[config.mk]
export PLATFORM = sky130hd
export DESIGN_NAME = trta_divmod
export DESIGN_NICKNAME = d
export VERILOG_FILES = /design/src/hw/rtl/trta_pkg.sv /design/src/hw/rtl/trta_divmod.sv
export SDC_FILE = /design/constraint.sdc
export NUM_CORES = 2
export LEC_CHECK = 0
export BUFFER_PORTS_ARGS = -buffer_cell sky130_fd_sc_hd__buf_2
export CELL_PAD_IN_SITES_DETAIL_PLACEMENT = 0
export CELL_PAD_IN_SITES_GLOBAL_PLACEMENT = 1
export CORE_MARGIN = 3
export CORE_UTILIZATION = 49
export DETAILED_ROUTE_END_ITERATION = 8
export PLACE_DENSITY = 0.82
export SKIP_LAST_GASP = 1
export SYNTH_ARGS = -nofsm -noshare
export SYNTH_HDL_FRONTEND = slang
export SYNTH_SLANG_ARGS = --single-unit
export TNS_END_PERCENT = 1
[constraint.sdc]
create_clock -name aclk -period 3.35 [get_ports aclk]
set_clock_uncertainty 0.2 [all_clocks]
set_input_delay 0.1675 -clock aclk [delete_from_list [all_inputs] [get_ports aclk]]
set_output_delay 0.1675 -clock aclk [all_outputs]
set_load 0.02 [all_outputs]
[src/hw/rtl/trta_pkg.sv]
// Shared constants, register codes and beat types of the rotating transpose address generator.
`timescale 1ns / 1ps
`default_nettype none

package trta_pkg;

    localparam int MAX_DIMS     = 4;
    localparam int INDEX_BITS   = 20;
    localparam int EXT_W        = 16;
    localparam int NUM_EXT_REGS = 4;
    localparam int NDIM_W       = 3;
    localparam int ROT_W        = 2;
    localparam int SLOT_W       = $clog2(MAX_DIMS);
    localparam int DIM_W        = $clog2(MAX_DIMS + 1);
    localparam int TOT_W        = INDEX_BITS + 1;
    localparam int TDATA_W      = ((INDEX_BITS + 7) / 8) * 8;
    localparam int CFG_IDX_W    = 3;
    localparam int CFG_DATA_W   = 16;

    localparam logic [TOT_W-1:0] CAPACITY = {1'b1, {INDEX_BITS{1'b0}}};
    localparam logic [TOT_W-1:0] CAP_SAT  = CAPACITY + TOT_W'(1);

    typedef enum logic [CFG_IDX_W-1:0] {
        CFG_NUM_DIMS = 3'd0,
        CFG_EXTENT_0 = 3'd1,
        CFG_EXTENT_1 = 3'd2,
        CFG_EXTENT_2 = 3'd3,
        CFG_EXTENT_3 = 3'd4,
        CFG_ROTATION = 3'd5
    } trta_cfg_reg_t;

    typedef struct packed {
        logic [INDEX_BITS-1:0]            src;
        logic [INDEX_BITS-1:0]            quot;
        logic [MAX_DIMS-1:0][EXT_W-1:0]   coord;
    } trta_item_t;

    typedef struct packed {
        logic       valid;
        trta_item_t item;
    } trta_beat_t;

endpackage

`default_nettype wire

[src/hw/rtl/trta_divmod.sv]
// Pipelined restoring divider that peels one coordinate off the running quotient.
`timescale 1ns / 1ps
`default_nettype none

module trta_divmod import trta_pkg::*; (
    input  wire logic              aclk,
    input  wire logic              aresetn,
    input  wire logic              en,
    input  wire trta_beat_t        in_beat,
    input  wire logic [EXT_W-1:0]  divisor,
    input  wire logic [SLOT_W-1:0] slot,
    output trta_beat_t             out_beat
);

    localparam int LAST = INDEX_BITS - 1;

    logic             vld_reg  [INDEX_BITS];
    trta_item_t       itm_reg  [INDEX_BITS];
    logic [EXT_W-1:0] rmd_reg  [INDEX_BITS];

    logic             vld_next [INDEX_BITS];
    trta_item_t       itm_next [INDEX_BITS];
    logic [EXT_W-1:0] rmd_next [INDEX_BITS];

    logic             vld_in   [INDEX_BITS];
    trta_item_t       itm_in   [INDEX_BITS];
    logic [EXT_W-1:0] rmd_in   [INDEX_BITS];
    logic [EXT_W:0]   shifted  [INDEX_BITS];
    logic [EXT_W:0]   diff     [INDEX_BITS];
    logic             ge       [INDEX_BITS];

    // Each stage shifts in one dividend bit and produces one quotient bit.
    always_comb begin
        for (int i = 0; i < INDEX_BITS; i++) begin
            if (i == 0) begin
                vld_in[i] = in_beat.valid;
                itm_in[i] = in_beat.item;
                rmd_in[i] = '0;
            end else begin
                vld_in[i] = vld_reg[i-1];
                itm_in[i] = itm_reg[i-1];
                rmd_in[i] = rmd_reg[i-1];
            end
            shifted[i]       = {rmd_in[i], itm_in[i].quot[INDEX_BITS-1]};
            diff[i]          = shifted[i] - {1'b0, divisor};
            ge[i]            = shifted[i] >= {1'b0, divisor};
            rmd_next[i]      = ge[i] ? diff[i][EXT_W-1:0] : shifted[i][EXT_W-1:0];
            itm_next[i]      = itm_in[i];
            itm_next[i].quot = {itm_in[i].quot[INDEX_BITS-2:0], ge[i]};
            vld_next[i]      = vld_in[i];
        end
    end

    always_ff @(posedge aclk) begin
        if (!aresetn) begin
            for (int i = 0; i < INDEX_BITS; i++) begin
                vld_reg[i] <= 1'b0;
            end
        end else if (en) begin
            for (int i = 0; i < INDEX_BITS; i++) begin
                vld_reg[i] <= vld_next[i];
            end
        end
    end

    always_ff @(posedge aclk) begin
        if (en) begin
            for (int i = 0; i < INDEX_BITS; i++) begin
                itm_reg[i] <= itm_next[i];
                rmd_reg[i] <= rmd_next[i];
            end
        end
    end

    always_comb begin
        out_beat             = '0;
        out_beat.valid       = vld_reg[LAST];
        out_beat.item        = itm_reg[LAST];
        out_beat.item.coord[slot] = rmd_reg[LAST];
    end

endmodule

`default_nettype wire

==> results.json <==
{
  "gp_congestion": 0.8794,
  "cap_violations": 0,
  "crit_type": "in2reg",
  "ys_seq_area_frac": 0.7922,
  "r2r_cells": 10,
  "yosys_warnings": 0,
  "post_drt_wl_per_cell_um": 20.45,
  "clock.fmax_mhz": 294.5,
  "met1_usage": 0.2319,
  "met2_usage": 0.3285,
  "ir_drop_uv": 524.0,
  "worstSkewPairLatency_ps": 880,
  "top_usage_layer": "met2",
  "r2r_end": "rmd_reg[3][39]$_DFFE_PP_",
  "cts.sinks": 2420,
  "final_common_cell": "edfxtp_1",
  "pin_count": 231,
  "chipWidth_um": 438.6,
  "p_leak_uw": 0.04089,
  "ys_ff_latch": 2420,
  "crit_path_start_kind": "primary input",
  "area_growth_pct": 21.06,
  "vias_per_cell": 5.193,
  "synth_fa_ha_area_frac": 0.04589,
  "cts_root_buf": "clkbuf_16",
  "ys_async_sr_fraction": 0,
  "synth_top_family_by_area": "compound AO/OA/AOI/OAI gates",
  "layout-drive-gt1-share": 0.2408,
  "cts_buffer_depth": 3,
  "min_path_type": "in2reg",
  "drt-pass1-iter-count": 7,
  "regToRegStartpoint": "rmd_reg[3][21]$_DFFE_PP_",
  "min_path_cells": 7,
  "synth-compound-area-share": 0.05032,
  "min_to": "rmd_reg[1][51]$_DFFE_PP_",
  "cts_made_buffers": 235,
  "worstSetupEndpointType": "flop",
  "synth-xor-area-share": 0.02053,
  "stdcell_area_mm2": 0.1110,
  "rows": 158,
  "worst_ep_arrival_time_ps": 3740,
  "synth_edf_count": 2419,
  "final.setup.worst_slack_ps": -45.96,
  "synth_ff_type": "edfxtp_1",
  "largest_reg_flops": 2080,
  "die_y_um": 438.6,
  "synth_cell_types": 86,
  "finalMaxSlewViolations": 0,
  "tns_ps": -200.4,
  "rrSetupSlack_ps": 70,
  "totalWireLength_um": 180200,
  "fin_nets": 6583,
  "layout_common_cells": "edfxtp_1 (2419), buf_4 (530), ha_1 (303)",
  "pre_cts_slack_ps": -304.9,
  "via_count": 45760,
  "violations": "negative setup slack",
  "groute.usage.overall": 0.1873,
  "synthSimpleGateAreaFrac": 0.04030,
  "dpl_cell_area_mm2": 0.1007,
  "drt_first_iter_violations": 3220,
  "start_util": 0.4936,
  "fillerInstances": 13320,
  "crit_required_ps": 3690,
  "use_met3": 0.02899,
  "cts_tree": "done",
  "path_max_fanout": 5,
  "avgSynthCellArea_um2": 18.59,
  "hold_start": "divisor[3]",
  "syn_inst": 4934,
  "finalHoldViolCount": 0,
  "antenna_found_initial": 0,
  "design.core.area_mm2": 0.1858,
  "period_share": 1.014,
  "setup-violations-final": 5,
  "status": "complete, but fails checks",
  "clk_pin_slew_worst_paths_ps": 60,
  "grt_pass1_vias": 47200,
  "hpwl_um": 109200,
  "grt_max_degree": 100,
  "netlist_area_mm2": 0.09172,
  "synthMuxAreaShare": 0.03947,
  "slew_headroom": 0.3517,
  "htree_levels": 4,
  "grt_pass1_wl_um": 274800,
  "worst_pin_slew_ps": 970.1,
  "period_minus_slack_ps": 3396,
  "rsz0062_at_grt": "yes",
  "syn_nets": 5385,
  "portBuffers": 230,
  "die-area_mm2": 0.1924,
  "grt-ovfl-total": 0,
  "ant_nets": 0,
  "power_density_mw_per_mm2": 820.8,
  "drc_errors": 0
}
==> how the worst max path moves through the flow <==
| stage | start | end | slack, ps |
|---|---|---|---|
| detailed placement | divisor[0] | rmd_reg[3][40]$_DFFE_PP_ | -300 |
| CTS | divisor[10] | rmd_reg[0][10]$_SDFFCE_PP0P_ | 30 |
| global placement | divisor[0] | rmd_reg[3][39]$_DFFE_PP_ | -290 |
| global route | divisor[10] | rmd_reg[0][8]$_SDFFCE_PP0P_ | -70 |
| finish | divisor[12] | rmd_reg[0][10]$_SDFFCE_PP0P_ | -50 |
| floorplan | divisor[1] | rmd_reg[3][24]$_DFFE_PP_ | -30 |
==> per-stage QoR <==
stage / std cells / power (µW) / hold WS [ps] / util
after global routing: 8810 / 95650 / 111.3 / 0.5975
final: 8811 / 91140 / 126.7 / 0.5975
after detailed placement: 8145 / 64150 / 145.6 / 0.5422
after CTS: 8809 / 91750 / 21.03 / 0.5972
after global placement: 8145 / 63690 / 143.3 / 0.5422
after floorplan: 4934 / 55000 / 66.37 / -
==> layout make-up <==
type                            instances  area [µm²]  area share
Sequential cell                      2420       72660      0.6544
Clock inverter                        150        1818     0.01637
Tap cell                             2480        3103     0.02795
Timing Repair Buffer                 1052        8681     0.07818
Antenna cell                            1       2.502  0.00002254
Multi-Input combinational cell       2289       18140      0.1634
Inverter                              134       518.0    0.004665
Clock buffer                          285        6111     0.05504
==> where the power goes <==
group | total, µW | switching (µW) | internal (µW)
Clock | 27000 | 11600 | 15400
Sequential | 40400 | 2060 | 38300
Combinational | 23800 | 11500 | 12400
Total | 91100 | 25100 | 66100
==> Yosys cell counts (all sizes together) (22+ instances only) <==
master / number / area, µm²
nor3: 80 / 400.4
nor2b: 56 / 350.3
edfxtp: 2419 / 72640
inv: 134 / 503.0
nand4: 38 / 237.7
o21ai: 127 / 650.6
nand3: 58 / 290.3
xor2: 65 / 569.3
nor2: 201 / 757.0
ha: 306 / 3829
a211oi: 38 / 285.3
mux2: 285 / 3209
clkbuf: 32 / 120.1
a31oi: 29 / 181.4
xnor2: 150 / 1314
and3: 33 / 206.5
buf: 59 / 411.6
mux2i: 41 / 410.4
nand2b: 42 / 262.8
a21o: 72 / 540.5
or3: 30 / 187.7
a21oi: 191 / 963.4
nand2: 119 / 449.2
a21boi: 30 / 225.2
o21a: 47 / 352.8
or2: 22 / 137.6
==> critical path: stages <==
cell and delay, ps:
dlygate4sd3_1 550, buf_2 140, nor4_1 180, dlygate4sd3_1 610, nand3_1 180, buf_4 220
dlygate4sd3_1 610, nor2_2 210, dlygate4sd3_1 740, a21boi_0 120
==> logic make-up (layout without fill, tap and decap cells) <==
family,after synthesis,in the layout
buffers and inverters,225,1621
multiplexers,326,326
other,0,1
adder cells (fa/ha/maj),325,325
flip-flops,2420,2420
AO/OA/AOI/OAI,690,690
XOR/XNOR,215,215
AND/OR/NAND/NOR,733,733
==> timing repair <==
item	CTS	global route
hold buffers	229	0
gates resized for setup	1	15
setup endpoints to repair	8	115
setup buffers	0	1
hold endpoints to repair	1493	0
==> per-layer routing <==
layer  vias to the layer above  wire (µm)
met3                       337       6456
met4                         0       7279
met2                       954      93050
li1                      21780          -
met1                     22680      73440
met5                         -          0
No activity file was read; power rests on OpenSTA's default activity.
